File: src/rtl/core/irs_pkg.sv
// shared types, constants and coordinate helpers for the image scaler
`default_nettype none
package irs_pkg;

    localparam int MAX_WIDTH    = 256;
    localparam int MAX_HEIGHT   = 256;
    localparam int MAX_CHANNELS = 4;

    localparam int COL_W  = 8;
    localparam int ROW_W  = 8;
    localparam int CH_W   = 2;
    localparam int PIX_W  = 8;
    localparam int SIZE_W = 9;
    localparam int STEP_W = 24;
    localparam int FRAC_W = 16;
    localparam int PROD_W = SIZE_W + STEP_W;
    localparam int CFG_W  = 24;
    localparam int IDX_W  = 3;

    localparam int BANK_AW    = (COL_W - 1) + (ROW_W - 1) + CH_W;
    localparam int BANK_DEPTH = 1 << BANK_AW;
    localparam int WGT_W      = 33;
    localparam int TERM_W     = WGT_W + PIX_W;

    localparam logic [IDX_W-1:0] REG_SOURCE_WIDTH  = 3'd0;
    localparam logic [IDX_W-1:0] REG_SOURCE_HEIGHT = 3'd1;
    localparam logic [IDX_W-1:0] REG_COLUMN_STEP   = 3'd2;
    localparam logic [IDX_W-1:0] REG_ROW_STEP      = 3'd3;
    localparam logic [IDX_W-1:0] REG_USE_BILINEAR  = 3'd4;

    localparam logic MODE_WRITE = 1'b0;
    localparam logic MODE_READ  = 1'b1;

    typedef struct packed {
        logic [SIZE_W-1:0] source_width;
        logic [SIZE_W-1:0] source_height;
        logic [STEP_W-1:0] column_step;
        logic [STEP_W-1:0] row_step;
        logic              use_bilinear;
    } cfg_t;

    // one classified word handed from front to back
    typedef struct packed {
        logic              is_read;
        logic [CH_W-1:0]   ch;
        logic [PIX_W-1:0]  pixel;
        logic [COL_W-1:0]  x0;
        logic [COL_W-1:0]  x1;
        logic [ROW_W-1:0]  y0;
        logic [ROW_W-1:0]  y1;
        logic [FRAC_W-1:0] fx;
        logic [FRAC_W-1:0] fy;
    } qword_t;

    typedef struct packed {
        logic [7:0]        lo;
        logic [7:0]        hi;
        logic [FRAC_W-1:0] frac;
    } axis_t;

    // size register as used: zero reads as one, above maximum saturates
    function automatic logic [SIZE_W-1:0] eff_size(input logic [SIZE_W-1:0] r,
                                                   input logic [SIZE_W-1:0] mx);
        logic [SIZE_W-1:0] e;
        if (r == '0)
            e = SIZE_W'(1);
        else if (r > mx)
            e = mx;
        else
            e = r;
        return e;
    endfunction

    // clamp a signed integer position to 0 .. size - 1
    function automatic logic [7:0] clamp_pos(input logic signed [17:0] v,
                                             input logic [SIZE_W-1:0] es);
        logic [SIZE_W-1:0] top;
        logic [7:0]        r;
        top = es - SIZE_W'(1);
        if (v < 0)
            r = '0;
        else if (v >= $signed({9'b0, es}))
            r = top[7:0];
        else
            r = v[7:0];
        return r;
    endfunction

    // map one axis: product (2d+1)*step to neighbour positions and weight
    function automatic axis_t axis_map(input logic [PROD_W-1:0] p,
                                       input logic [SIZE_W-1:0] es,
                                       input logic bil);
        logic signed [33:0] s;
        logic signed [33:0] n;
        logic signed [17:0] fi;
        logic signed [17:0] ni;
        axis_t              a;
        s  = $signed({2'b00, p[PROD_W-1:1]}) - 34'sd32768;
        n  = s + 34'sd32768;
        fi = s[33:16];
        ni = (s < 0) ? 18'sd0 : n[33:16];
        if (bil)
        begin
            a.lo   = clamp_pos(fi, es);
            a.hi   = clamp_pos(fi + 18'sd1, es);
            a.frac = s[15:0];
        end
        else
        begin
            a.lo   = clamp_pos(ni, es);
            a.hi   = a.lo;
            a.frac = '0;
        end
        return a;
    endfunction

endpackage
`default_nettype wire

File: src/rtl/core/irs_queue.sv
// two-word queue between front and back
`default_nettype none
module irs_queue (
    input  wire logic            clk,
    input  wire logic            rst_n,
    input  wire logic            push,
    input  wire irs_pkg::qword_t push_word,
    input  wire logic            pop,
    output      logic            push_ok,
    output      logic            not_empty,
    output      irs_pkg::qword_t head
);
    import irs_pkg::*;

    qword_t     store_reg [2];
    logic       wptr_reg, wptr_next;
    logic       rptr_reg, rptr_next;
    logic [1:0] cnt_reg, cnt_next;

    assign not_empty = (cnt_reg != 2'd0);
    assign push_ok   = (cnt_reg != 2'd2) || pop;
    assign head      = store_reg[rptr_reg];

    // pointer and fill bookkeeping
    always_comb
    begin
        wptr_next = push ? !wptr_reg : wptr_reg;
        rptr_next = pop ? !rptr_reg : rptr_reg;
        cnt_next  = cnt_reg + 2'(push) - 2'(pop);
    end

    always_ff @(posedge clk or negedge rst_n)
    begin
        if (!rst_n)
        begin
            wptr_reg <= 1'b0;
            rptr_reg <= 1'b0;
            cnt_reg  <= 2'd0;
        end
        else
        begin
            wptr_reg <= wptr_next;
            rptr_reg <= rptr_next;
            cnt_reg  <= cnt_next;
        end
    end

    // word storage
    always_ff @(posedge clk)
    begin
        if (push)
            store_reg[wptr_reg] <= push_word;
    end

    assert property (@(posedge clk) disable iff (!rst_n) pop |-> not_empty)
        else $error("pop from empty queue");
    assert property (@(posedge clk) disable iff (!rst_n) cnt_reg != 2'd3)
        else $error("queue overfilled");
    assert property (@(posedge clk) disable iff (!rst_n)
        (push && !pop) |=> cnt_reg == $past(cnt_reg) + 2'd1)
        else $error("queue count lost a push");

endmodule
`default_nettype wire

File: config.mk
export PLATFORM = sky130hd
export DESIGN_NAME = irs_queue
export DESIGN_NICKNAME = d
export VERILOG_FILES = /design/src/rtl/core/irs_pkg.sv /design/src/rtl/core/irs_queue.sv
export SDC_FILE = /design/constraint.sdc
export NUM_CORES = 1
export LEC_CHECK = 0
export ABC_AREA = 1
export ABC_CLOCK_PERIOD_IN_PS = 5100
export BUFFER_PORTS_ARGS = -buffer_cell sky130_fd_sc_hd__buf_2
export CORE_AREA = 2 2 156 158
export CTS_BUF_LIST = sky130_fd_sc_hd__clkbuf_16
export DETAILED_ROUTE_END_ITERATION = 12
export DIE_AREA = 0 0 158 160
export PLACE_DENSITY = 0.55
export SETUP_SLACK_MARGIN = 0.4
export SLEW_MARGIN = 30
export SYNTH_ARGS = -nofsm -noshare
export SYNTH_HDL_FRONTEND = slang
export SYNTH_SLANG_ARGS = --single-unit
File: constraint.sdc
create_clock -name clk -period 5.1 [get_ports clk]
set_clock_uncertainty 0.1 [all_clocks]
set_input_delay 0.255 -clock clk [delete_from_list [all_inputs] [get_ports clk]]
set_output_delay 0.255 -clock clk [all_outputs]
set_load 0.02 [all_outputs]
# Word-level counts from Yosys, hierarchy flattened
# Memory sizes are Yosys's and may differ from the RTL's.
# Cells that the tools add are included.
[totals]
regBits = 4
ram_bits = 150
out_inout_bits = 77
mem_count = 1
[mem_list]
columns = ["memory", "depth", "word_bits", "rd", "rd_ports_with_merged_regs", "wr", "line_no", "source"]
rows = [
  ["store_reg", 2, 75, 1, 0, 1, "irs_queue.sv:15", "qword_t store_reg [2];"],
]
[classes]
add_sub_neg = 2
n_eq_ne = 1
mux = 2
reduce_logical = 4
[op_table]
columns = ["operator", "count"]
rows = [
  ["$add A2 B1 Y2", 1],
  ["$logic_not A1 Y1", 2],
  ["$mux W1", 2],
  ["$ne A2 B2 Y1 const B", 1],
  ["$reduce_bool A2 Y1", 1],
  ["$sub A2 B1 Y2", 1],
  ["$logic_or A1 B1 Y1", 1],
]

# Logic depth before layout (Yosys ltp)
[logic_depth]
word_depth = 2
ltp_mapped = 7

# Worst setup path after synthesis
# No wires, ideal clock.
[synth_path]
kind = "reg2reg"
start = "register wptr_reg"
end = "memory store_reg[0][0] (netlist name), enable pin"
setup_ns = 0.511
t_arrival_ns = 3.541
t_required_ns = 4.489
slack_ns = 0.948
stages_incl_launch_ff = 2
path_buffers = 0
period_less_slack_ns = 4.152
cell_sequence = "dfrtp_1 -> nor2_1"
[synth_lines]
columns = ["item", "line_no", "source"]
rows = [
  ["from (decl)", "irs_queue.sv:16", "logic wptr_reg, wptr_next;"],
  ["from (signal assigned)", "irs_queue.sv:42", "wptr_reg <= wptr_next;"],
  ["to (decl)", "irs_queue.sv:15", ""],
]
# No word-level cell before the write port.

==> results by group <==
Run status
  • Status: completed

Timing
  • Final setup vio count: 0
  • Least-Margin Pin Slew: approximately 0.84 ns
  • Worst hold margin: 0.0826 ns
  • Min Tclk post-route: around 2.7 ns
  • Slew margin rel.: 0.439
  • TNS Setup: 0 ns
  • Pins Over Slew Limit: 0
  • RSZ-0062 raised after global routing: no
  • Final WS setup: 2.36 ns
  • Final hold vios: 0
  • Fin crit share: 0.537
  • Peak Freq: approximately 370 MHz

Synth
  • Mapped Cells: about 420
  • Largest family of logic cells by synthesized area: buffers and inverters
  • Xor/xnor cell area share of the yosys netlist: 0.00302
  • Synth Area in Simple Gates: 0.0559
  • Post-synth cell types: 14
  • Mux cell area share after synthesis: 0
  • Compound-Gate Fraction of Synth Area: 0.0647
  • Syn avg cell area: 13.9 um2
  • Seq/Total Area, Yosys: 0.794
  • Adder-cell share of the synthesized area: 0.00431
  • Post-Syn Nets: around 500
  • Mapped cell area: ~5800 um2
  • Synth Register Bits: between 150 and 200
  • Synth warnings: 0

Setup path
  • Crit. Startpoint: rptr_reg
  • CP Capture Point: head[49]
  • Critical Path End Type: primary output
  • Worst R2R Setup Slack: roughly 3 ns
  • CP arrival: 2.38 ns
  • Kind of critical path: flop to primary output
  • Worst path required time: between 4 and 5 ns
  • Crit Reg-Reg Endpoint: store_reg[1][44]
  • Startpoint Class: flop
  • Critical Path Fanout Max: 92
  • Worst reg2reg path depth: 3
  • Crit Reg-Reg Startpoint: wptr_reg

Clock network
  • Htree depth: 4
  • Root Buffer: clkbuf_16
  • Num CTS Buffers: 17
  • Post-CTS Setup Bufs: 0
  • CTS tree: done
  • Hold Buf Count CTS: slightly below 80
  • Maximum clock path buffer count: 2
  • Worst-path clk slew: 0.06 ns
  • Resize count post-CTS: 0
  • Worst-Skew Late Latency: ~0.4 ns
  • Clk sink count: approximately 150

Global route
  • Initial antenna violation count: 0
  • Congestion Overflow GR: 0
  • First-pass GRT wire length: 17800 um
  • GRT Util Overall: 0.0933
  • Pin count of the biggest net entering global routing: slightly above 90
  • Vias in the first global route: approximately 3.6k

Layout
  • Most frequent cells in the layout: buf_2, edfxtp_1, nand2_1
  • Max FFs per register: 150
  • Ant. Diodes: 0
  • Design area: approximately 8300 um2
  • Share of layout cells above drive strength 1: 0.286
  • Final core occ: 0.347
  • Most common cell after layout, fill and taps aside: buf_2
  • Nets: 739
  • FILL cells: about 2.3k
  • Area Growth Syn to Fin: 42.5%

Floorplanning
  • Ports: 156
  • Core Footprint: 23800 um2
  • Die height: between 150 and 200 um
  • Die area: between 20000 and 30000 um2
  • Rows: 57
  • Starting Density: 0.243
  • Die W: between 150 and 200 um

Routing
  • Drt pass-1 iters: 4
  • WL per Instance: roughly 12 um
  • DRT Wirelength: around 12000 um
  • Drt first-iter violations: 236
  • DR DRC count: 0
  • ANT nets after route: 0
  • DR vias: 3738
  • Vias per inst: between 3 and 4

Pwr
  • P_leak: about 3.5 nW
  • Maximum vdd drop: approximately 0.00019 V
  • Pwr Density: between 500 and 600 nW/um2

Placed design
  • Final RePlAce weighted congestion: around 0.67
  • Post-DP HPWL: between 7000 and 8000 um
  • Placed cell area: a little under 7000 um2
  • Pre-CTS setup slack: approximately 2.7 ns
  • Port Buffers: about 160

Min path
  • Hold crit path type: primary input to async pin

Flow run
  • Max-Cap Viols: 0
-- through the flow --
step / power, mW / std cells
6_report: 4.38 / 995
5_1_grt: 4.64 / 995
4_1_cts: 4.46 / 995
3_5_place_dp: 3.17 / 885
3_3_place_gp: 3.14 / 884
2_1_floorplan: 2.72 / 417
-- where the power goes --
part	total, mW	switching, mW	internal [mW]
clock network	1.23	0.506	0.721
registers	1.83	0.148	1.68
logic	1.32	0.903	0.417
total	4.38	1.56	2.82
-- worst min path at each step --
stage | end | cells past startpoint
finish | rptr_reg | 2
detailed placement | rptr_reg | 1
global route | rptr_reg | 2
floorplan | cnt_reg[0] | 0
CTS | rptr_reg | 2
global placement | rptr_reg | 1
-- critical path: stages, from the launching register on --
cell and delay [ns]:
dfrtp_4 0.97, buf_4 0.55, nand2_1 0.08, o21ai_0 0.13, buf_2 0.22
-- Yosys cell counts --
cell | instances | area share
nand3_1 | 1 | 0.00086
nand2_1 | 83 | 0.054
ha_1 | 2 | 0.0043
clkbuf_1 | 6 | 0.0039
nor2_1 | 2 | 0.0013
o21ai_0 | 75 | 0.065
clkbuf_8 | 7 | 0.017
buf_6 | 1 | 0.0019
edfxtp_1 | 150 | 0.78
buf_4 | 1 | 0.0013
inv_1 | 82 | 0.053
xor2_1 | 2 | 0.0030
dfrtp_1 | 4 | 0.017
clkbuf_4 | 1 | 0.0013
-- final cells by class --
cell class,instances,area (um2),area share
clock buffers,17,425,0.0515
clock inverters,15,151,0.0183
inverters,82,309,0.0374
multi-input cells,165,749,0.0907
flip-flops and latches,154,4610,0.558
well taps,324,405,0.0491
repair buffers,238,1610,0.195
-- metal layers --
metal / track usage / part of all wire / up-vias
met2: 0.161 / 0.48 / 111
met3: 0.0342 / 0.063 / 12
li1: - / - / 1881
met1: 0.105 / 0.44 / 1734
met4: 0.0328 / 0.012 / 0
met5: 0 / 0 / -
-- cells by family (layout without fill, tap and decap cells) --
kind of cell	after synthesis	after routing
buffers and inverters	98	352
XOR/XNOR	2	2
AO/OA/AOI/OAI	75	75
AND/OR/NAND/NOR	86	86
flip-flops	154	154
adder cells (fa/ha/maj)	2	2
Note: power is estimated with default switching activity, not from simulation.
