<file path="src/rtl/core/irs_pkg.sv">
// shared types, constants and coordinate helpers for the image scaler
`default_nettype none
package irs_pkg;

    localparam int MAX_WIDTH    = 256;
    localparam int MAX_HEIGHT   = 256;
    localparam int MAX_CHANNELS = 4;

    localparam int COL_W  = 8;
    localparam int ROW_W  = 8;
    localparam int CH_W   = 2;
    localparam int PIX_W  = 8;
    localparam int SIZE_W = 9;
    localparam int STEP_W = 24;
    localparam int FRAC_W = 16;
    localparam int PROD_W = SIZE_W + STEP_W;
    localparam int CFG_W  = 24;
    localparam int IDX_W  = 3;

    localparam int BANK_AW    = (COL_W - 1) + (ROW_W - 1) + CH_W;
    localparam int BANK_DEPTH = 1 << BANK_AW;
    localparam int WGT_W      = 33;
    localparam int TERM_W     = WGT_W + PIX_W;

    localparam logic [IDX_W-1:0] REG_SOURCE_WIDTH  = 3'd0;
    localparam logic [IDX_W-1:0] REG_SOURCE_HEIGHT = 3'd1;
    localparam logic [IDX_W-1:0] REG_COLUMN_STEP   = 3'd2;
    localparam logic [IDX_W-1:0] REG_ROW_STEP      = 3'd3;
    localparam logic [IDX_W-1:0] REG_USE_BILINEAR  = 3'd4;

    localparam logic MODE_WRITE = 1'b0;
    localparam logic MODE_READ  = 1'b1;

    typedef struct packed {
        logic [SIZE_W-1:0] source_width;
        logic [SIZE_W-1:0] source_height;
        logic [STEP_W-1:0] column_step;
        logic [STEP_W-1:0] row_step;
        logic              use_bilinear;
    } cfg_t;

    // one classified word handed from front to back
    typedef struct packed {
        logic              is_read;
        logic [CH_W-1:0]   ch;
        logic [PIX_W-1:0]  pixel;
        logic [COL_W-1:0]  x0;
        logic [COL_W-1:0]  x1;
        logic [ROW_W-1:0]  y0;
        logic [ROW_W-1:0]  y1;
        logic [FRAC_W-1:0] fx;
        logic [FRAC_W-1:0] fy;
    } qword_t;

    typedef struct packed {
        logic [7:0]        lo;
        logic [7:0]        hi;
        logic [FRAC_W-1:0] frac;
    } axis_t;

    // size register as used: zero reads as one, above maximum saturates
    function automatic logic [SIZE_W-1:0] eff_size(input logic [SIZE_W-1:0] r,
                                                   input logic [SIZE_W-1:0] mx);
        logic [SIZE_W-1:0] e;
        if (r == '0)
            e = SIZE_W'(1);
        else if (r > mx)
            e = mx;
        else
            e = r;
        return e;
    endfunction

    // clamp a signed integer position to 0 .. size - 1
    function automatic logic [7:0] clamp_pos(input logic signed [17:0] v,
                                             input logic [SIZE_W-1:0] es);
        logic [SIZE_W-1:0] top;
        logic [7:0]        r;
        top = es - SIZE_W'(1);
        if (v < 0)
            r = '0;
        else if (v >= $signed({9'b0, es}))
            r = top[7:0];
        else
            r = v[7:0];
        return r;
    endfunction

    // map one axis: product (2d+1)*step to neighbour positions and weight
    function automatic axis_t axis_map(input logic [PROD_W-1:0] p,
                                       input logic [SIZE_W-1:0] es,
                                       input logic bil);
        logic signed [33:0] s;
        logic signed [33:0] n;
        logic signed [17:0] fi;
        logic signed [17:0] ni;
        axis_t              a;
        s  = $signed({2'b00, p[PROD_W-1:1]}) - 34'sd32768;
        n  = s + 34'sd32768;
        fi = s[33:16];
        ni = (s < 0) ? 18'sd0 : n[33:16];
        if (bil)
        begin
            a.lo   = clamp_pos(fi, es);
            a.hi   = clamp_pos(fi + 18'sd1, es);
            a.frac = s[15:0];
        end
        else
        begin
            a.lo   = clamp_pos(ni, es);
            a.hi   = a.lo;
            a.frac = '0;
        end
        return a;
    endfunction

endpackage
`default_nettype wire

</file>
<file path="src/rtl/core/irs_front.sv">
// front end: takes items, maps coordinates and classifies them into queue words
`default_nettype none
module irs_front (
    input  wire logic                  clk,
    input  wire logic                  rst_n,
    input  wire logic                  start,
    input  wire logic                  mode,
    input  wire logic [irs_pkg::COL_W-1:0] column,
    input  wire logic [irs_pkg::ROW_W-1:0] row,
    input  wire logic [irs_pkg::CH_W-1:0]  channel,
    input  wire logic [irs_pkg::PIX_W-1:0] pixel_in,
    input  wire irs_pkg::cfg_t         cfg,
    input  wire logic                  push_ok,
    output      logic                  busy,
    output      logic                  push,
    output      irs_pkg::qword_t       push_word
);
    import irs_pkg::*;

    logic              f1_valid_reg, f1_valid_next;
    logic              f1_mode_reg;
    logic [COL_W-1:0]  f1_col_reg;
    logic [ROW_W-1:0]  f1_row_reg;
    logic [CH_W-1:0]   f1_ch_reg;
    logic [PIX_W-1:0]  f1_pix_reg;

    logic              f2_valid_reg, f2_valid_next;
    logic              f2_mode_reg;
    logic [COL_W-1:0]  f2_col_reg;
    logic [ROW_W-1:0]  f2_row_reg;
    logic [CH_W-1:0]   f2_ch_reg;
    logic [PIX_W-1:0]  f2_pix_reg;
    logic [PROD_W-1:0] f2_px_reg;
    logic [PROD_W-1:0] f2_py_reg;

    logic              adv;
    logic              accept;
    logic [PROD_W-1:0] px;
    logic [PROD_W-1:0] py;
    logic [SIZE_W-1:0] ew;
    logic [SIZE_W-1:0] eh;
    axis_t             ax;
    axis_t             ay;

    // pipeline moves unless the last stage cannot hand over its word
    assign adv    = push_ok || !f2_valid_reg;
    assign busy   = !adv;
    assign accept = start && adv;

    // centre mapping products (2d + 1) * step
    assign px = PROD_W'({f1_col_reg, 1'b1}) * PROD_W'(cfg.column_step);
    assign py = PROD_W'({f1_row_reg, 1'b1}) * PROD_W'(cfg.row_step);

    assign f1_valid_next = adv ? accept : f1_valid_reg;
    assign f2_valid_next = adv ? f1_valid_reg : f2_valid_reg;

    // valid bits
    always_ff @(posedge clk or negedge rst_n)
    begin
        if (!rst_n)
        begin
            f1_valid_reg <= 1'b0;
            f2_valid_reg <= 1'b0;
        end
        else
        begin
            f1_valid_reg <= f1_valid_next;
            f2_valid_reg <= f2_valid_next;
        end
    end

    // payload stages
    always_ff @(posedge clk)
    begin
        if (adv)
        begin
            f1_mode_reg <= mode;
            f1_col_reg  <= column;
            f1_row_reg  <= row;
            f1_ch_reg   <= channel;
            f1_pix_reg  <= pixel_in;
            f2_mode_reg <= f1_mode_reg;
            f2_col_reg  <= f1_col_reg;
            f2_row_reg  <= f1_row_reg;
            f2_ch_reg   <= f1_ch_reg;
            f2_pix_reg  <= f1_pix_reg;
            f2_px_reg   <= px;
            f2_py_reg   <= py;
        end
    end

    // clamp, floor or round, and build the queue word
    assign ew = eff_size(cfg.source_width, SIZE_W'(MAX_WIDTH));
    assign eh = eff_size(cfg.source_height, SIZE_W'(MAX_HEIGHT));
    assign ax = axis_map(f2_px_reg, ew, cfg.use_bilinear);
    assign ay = axis_map(f2_py_reg, eh, cfg.use_bilinear);

    always_comb
    begin
        push_word.is_read = (f2_mode_reg == MODE_READ);
        push_word.ch      = f2_ch_reg;
        push_word.pixel   = f2_pix_reg;
        if (f2_mode_reg == MODE_READ)
        begin
            push_word.x0 = ax.lo;
            push_word.x1 = ax.hi;
            push_word.y0 = ay.lo;
            push_word.y1 = ay.hi;
            push_word.fx = ax.frac;
            push_word.fy = ay.frac;
        end
        else
        begin
            push_word.x0 = f2_col_reg;
            push_word.x1 = f2_col_reg;
            push_word.y0 = f2_row_reg;
            push_word.y1 = f2_row_reg;
            push_word.fx = '0;
            push_word.fy = '0;
        end
    end

    assign push = f2_valid_reg && push_ok;

    // a stall only ever comes from a held last stage
    assert property (@(posedge clk) disable iff (!rst_n) busy |-> f2_valid_reg)
        else $error("front stalled with empty last stage");
    // a held word stays put while stalled
    assert property (@(posedge clk) disable iff (!rst_n)
        busy |=> f2_valid_reg && $stable(f2_px_reg))
        else $error("stalled word changed");
    // the first stage keeps its word while stalled
    assert property (@(posedge clk) disable iff (!rst_n)
        (f1_valid_reg && busy) |=> f1_valid_reg)
        else $error("first stage lost a word");

endmodule
`default_nettype wire

</file>
<file path="config.mk">
export PLATFORM = sky130hd
export DESIGN_NAME = irs_front
export DESIGN_NICKNAME = d
export VERILOG_FILES = /design/src/rtl/core/irs_pkg.sv /design/src/rtl/core/irs_front.sv
export SDC_FILE = /design/constraint.sdc
export NUM_CORES = 1
export LEC_CHECK = 0
export ABC_AREA = 1
export BUFFER_PORTS_ARGS = -buffer_cell sky130_fd_sc_hd__buf_2
export CAP_MARGIN = 20
export CORE_MARGIN = 2
export CORE_UTILIZATION = 44
export DETAILED_ROUTE_END_ITERATION = 7
export PLACE_DENSITY = 0.62
export SLEW_MARGIN = 25
export SYNTH_ARGS = -nofsm -noshare
export SYNTH_HDL_FRONTEND = slang
export SYNTH_SLANG_ARGS = --single-unit
</file>
<file path="constraint.sdc">
create_clock -name clk -period 15.8 [get_ports clk]
set_clock_uncertainty 0.15 [all_clocks]
set_input_delay 0.79 -clock clk [delete_from_list [all_inputs] [get_ports clk]]
set_output_delay 0.79 -clock clk [all_outputs]
set_load 0.01 [all_outputs]
</file>
# Yosys cells after proc, flatten, opt, wreduce, memory -nomap -nowiden

Cells that the tools add are included.

ROM bits: 0
Input port bits: 98
Memories kept: 0
Bits in latches: 0
Register bits after elaboration: 122
Word-level logic and storage cells: 68
Memory bits (writable): 0

Order comparisons: 16
$mul: 2
Reduce and logical (&&, ||, !) cells: 7
Equality and inequality tests: 0
Add/subtract/negate cells: 8
Mux-type cells: 21
Shifts and indexed selects: 0
Bitwise operators: 0
Div/mod/pow operators: 0

Operators with widths:

| cell                                                  | count |
|---|---|
| 2-to-1 mux 8 bit                                      | 12 |
| >= comparator 18 x 10 -> 1 bit                        | 4 |
| < comparator 18 x 1 -> 1 bit (second input constant)  | 4 |
| adder 33 x 17 -> 34 bit (second input constant)       | 2 |
| < comparator 33 x 1 -> 1 bit (second input constant)  | 2 |
| multiplier 9 x 24 -> 33 bit                           | 2 |
| subtractor 32 x 16 -> 33 bit (second input constant)  | 2 |
| 2-to-1 mux 32 bit                                     | 2 |
| 2-to-1 mux 64 bit                                     | 1 |
| adder 17 x 2 -> 18 bit (second input constant)        | 2 |
| 2-to-1 mux 18 bit                                     | 2 |
| 2-to-1 mux 9 bit                                      | 4 |
| >= comparator 17 x 10 -> 1 bit                        | 2 |
| < comparator 17 x 1 -> 1 bit (second input constant)  | 2 |
| greater-than comparator 9 bit (second input constant) | 2 |
| zero test 9 bit                                       | 2 |
| subtractor 8 x 1 -> 8 bit (second input constant)     | 2 |
| logical AND 1 bit                                     | 2 |
| zero test 1 bit                                       | 2 |
| logical OR 1 bit                                      | 1 |

# Logic depth before layout (Yosys ltp)

Depth after elaboration: 8
Depth in mapped cells: 30

# Worst setup path before layout

No wires, ideal clock.

Path type: input-to-reg
Start: input cfg[33] (netlist bit)
End: register f2_px_reg[29], data pin
Arrival time: 5.161 ns
Setup time: 0.259 ns
Stages: 20
Buffers on the path: 1
Setup slack: 10.230 ns
Path through: clkbuf_1 inv_1 fa_1 inv_1 fa_1 inv_1 fa_1 inv_1 fa_1 ha_1 a21oi_1 a21boi_0 o21ai_0 a21boi_0 o21ai_2 a21oi_1 o21ai_0 nand3_1 nand2_1 xor2_1

Longest elaborated chain between the ends: 1

RTL lines:

| item                        | line            | RTL |
|---|---|---|
| start: declaration          | irs_front.sv:12 | `input wire irs_pkg::cfg_t cfg,` |
| multiplier 9 x 24 -> 33 bit | irs_front.sv:51 | `assign px = PROD_W'({f1_col_reg, 1'b1}) * PROD_W'(cfg.column_step);` |
| net px[29]                  | irs_front.sv:38 | `logic [PROD_W-1:0] px;` |
| end signal: assignment      | irs_front.sv:87 | `f2_px_reg <= px;` |
| end: declaration            | irs_front.sv:33 | `logic [PROD_W-1:0] f2_px_reg;` |

The timed path passes the listed nets, and every way through them passes these cells.
A chain may end at the register's enable or synchronous reset.

==> reports/summary.txt <==
Distinct cell type count after synthesis -> 52
Die span in x -> 235 microns
Crit path buf inv count -> 6
Core Footprint -> 52700 sq um
# rows -> 84
Placed Instances -> 3973
Leak -> 15.0 nW
Delay-heaviest family, CP -> simple AND/OR/NAND/NOR gates
Fin crit share -> 39.3%
Yosys Warn Count -> 0
Die area -> 55100 sq um
Sinks on Clock Net -> 120
Fin. Hold Viols -> 0
Register bit total from synthesis -> 120
Routed via count -> 19400
Setup TNS Final -> 0 ns
Post-Syn Area -> 23400 sq um
Power Density -> 199 nW/um^2
Mapped Cells -> 3190
Relative slew margins -> 33.3%
Clock Latency Late Sink -> 0.47 ns
Crit-path max FO -> 9
Post-synth EDFFs -> 118
CP startpoint -> f2_px_reg[16]
Min Tclk post-route -> 6.21 ns
Drt first pass iters -> 5
Outcome -> finished, final reports clean
CP dominant cell by count -> nand2_1
Worst-margin pin slew -> 1.00 ns
Compound-Gate Fraction of Synth Area -> 4.96%
DP Wirelength -> 48.5 mm
Reg clk slew, reported paths -> 0.06 ns
Final design utilization -> 48.5%
I/O Buffers -> 174
Sequential share of the synthesized area -> 15.3%
Most common cell in the netlist -> inv_1
Vias per cell -> 4.85
Worst setup endpoint -> push_word[57]
WHS Path Cells -> 0
Worst Path Required -> 14.86 ns
Avg WL per Cell -> 14.8 microns
Ys async rst share -> 1.67%
Reg2reg path depth -> 20
Dominant register cell in the synthesized netlist -> edfxtp_1
H-tree Lvls -> 4
Worst VDD drop -> 0.000121 V
Residual DRC count -> 0
Post-synthesis mux area share -> 0%
Syn_nets -> 3766
Stages on the worst setup path -> 27
MaxCap Viol Count -> 0
Clock tree root driver cell -> clkbuf_16
R2R Path Start -> f1_col_reg[0]
Synth Area in Adders -> 35.4%
Routed WL -> 59.5 mm
Synth area leader -> fa_1
Reg2reg end -> f2_px_reg[29]
Cell Count, Final, Fillers Out -> 4010
Top cells by area, synth -> fa_1, edfxtp_1, inv_1, nand2_1, ha_1
Die Ht -> 235 microns
Placer Congestion -> 0.896
Total grt overflow -> 0
Initial antenna violation count -> 8
Post-DP Area -> 24900 sq um
Share of layout cells above drive strength 1 -> 10.9%
Critical Path End Type -> primary output
Gr usage total -> 22.3%
CP max stage cell -> edfxtp_1
Largest net degree at the start of global routing -> 68
Arrival time worst endpoint -> 5.27 ns
Effective utilization at floorplan -> 44.5%
HP Class -> reg -> reg
Max Freq -> 0.161 GHz
Vias in the first global route -> 19200
XOR/XNOR Fraction of Synth Area -> 3.07%
Detailed Route Iter0 Violations -> 1315
Layout net count -> 3881
Post-route design area -> 25600 sq um
Syn avg cell area -> 7.35 sq um
Setup CP Type -> reg -> out
Finish-stage setup viols -> 0
Antenna-violating nets left -> 0
Main combinational cell family by area after synthesis -> adder cells
Top-area cell type share of the netlist area -> 26.5%
RSZ-0062 raised after global routing -> false
Synth Area in Simple Gates -> 25.6%
Clock tree buffer depth -> 2
CP peak stage delay -> 0.55 ns
Flop-to-flop setup slack -> 9.76 ns
Synth cell count leaders -> inv_1, nand2_1, fa_1
Area growth, synth to finish -> 9.03%
Max-slew violations -> 0
Kind of start point of the critical path -> flip-flop
First-pass GRT wire length -> 99.1 mm
I/O Pins -> 175
Post-CTS Resized -> 0
CTS buffer count -> 17
CTS tree -> done
## how the worst min path moves through the flow
stage	start	endpoint	slack, ns
CTS	f1_pix_reg[6]	f2_pix_reg[6]	0.27
detailed placement	f1_pix_reg[0]	f2_pix_reg[0]	0.26
finish	f1_pix_reg[6]	f2_pix_reg[6]	0.27
floorplan	f1_ch_reg[0]	f2_ch_reg[0]	0.25
global route	f1_ch_reg[1]	f2_ch_reg[1]	0.28
global placement	f1_pix_reg[6]	f2_pix_reg[6]	0.25
## what timing repair did
action	4_1_cts	5_1_grt
hold endpoints to repair	2	0
hold buffers	1	0
setup buffers	0	0
## stage by stage
step	hold WS (ns)	total power, mW	setup slack [ns]
6_report	0.268	5.07	9.59
3_5_place_dp	0.256	4.65	9.76
2_1_floorplan	0.250	3.71	10.23
5_1_grt	0.277	5.72	9.20
3_3_place_gp	0.251	4.62	9.84
4_1_cts	0.271	5.10	9.60
## worst reg2reg max path, stage by stage (launching register included)
cell and delay [ns]:
edfxtp_1 1.00, nand2_1 0.16, fa_1 0.52, inv_1 0.05
fa_1 0.53, inv_1 0.06, fa_1 0.46, fa_1 0.54
inv_1 0.04, ha_1 0.34, nand2_1 0.09, inv_1 0.04
a21boi_0 0.27, o21ai_0 0.21, a21boi_0 0.38, o21ai_2 0.16
a21oi_1 0.27, o21ai_0 0.21, nand3_1 0.11, nand2_1 0.06
xor2_1 0.14
## metal layers
layer,vias up,track usage [%],share of wire [%]
met5,-,0,0.092
met4,8,5.24,1.6
met3,60,3.84,5.6
met2,446,35.1,44
met1,9227,31.8,48
li1,9691,-,-
## report_power, final
part	switching (mW)	internal (mW)
Combinational	2.47	1.45
Sequential	0.0940	0.634
Clock	0.161	0.264
## placed cells by master, fill, tap and decap left out, types with 4 or more instances in the layout
master / n
inv_1: 853
nand2_1: 836
fa_1: 310
nor2_1: 178
buf_2: 174
ha_1: 168
nand3_1: 135
edfxtp_1: 118
a21oi_1: 104
xor2_1: 56
o21ai_0: 47
nand2_2: 45
nand4_1: 31
xnor2_1: 23
nand3_2: 22
nor3_1: 21
nor2_2: 18
nor2_4: 17
clkbuf_16: 17
nand2_4: 16
inv_2: 12
buf_4: 12
o211ai_1: 9
o21a_1: 7
o21bai_1: 7
o21ai_1: 7
a31oi_1: 7
nand3b_1: 6
nor2_8: 5
diode_2: 4
clkinv_1: 4
nor4_1: 4
a21o_1: 4
bufinv_16: 4
## cell families after synthesis
family	after synthesis
xor+xnor	80
buf+inv	963
simple gates	1342
flops	120
compound gates	207
fa+ha+maj	478
## layout make-up
type                       count  area, sq um
antenna                        4         10.0
clock buffer                  18          429
timing repair buffer         189         1000
inverter                     870         3270
sequential                   120         3590
tap                          688          861
clock inverter                14          195
fill                        5330        27100
multi-input combinational   2107        16200
No activity file was read; power rests on OpenSTA's default activity.
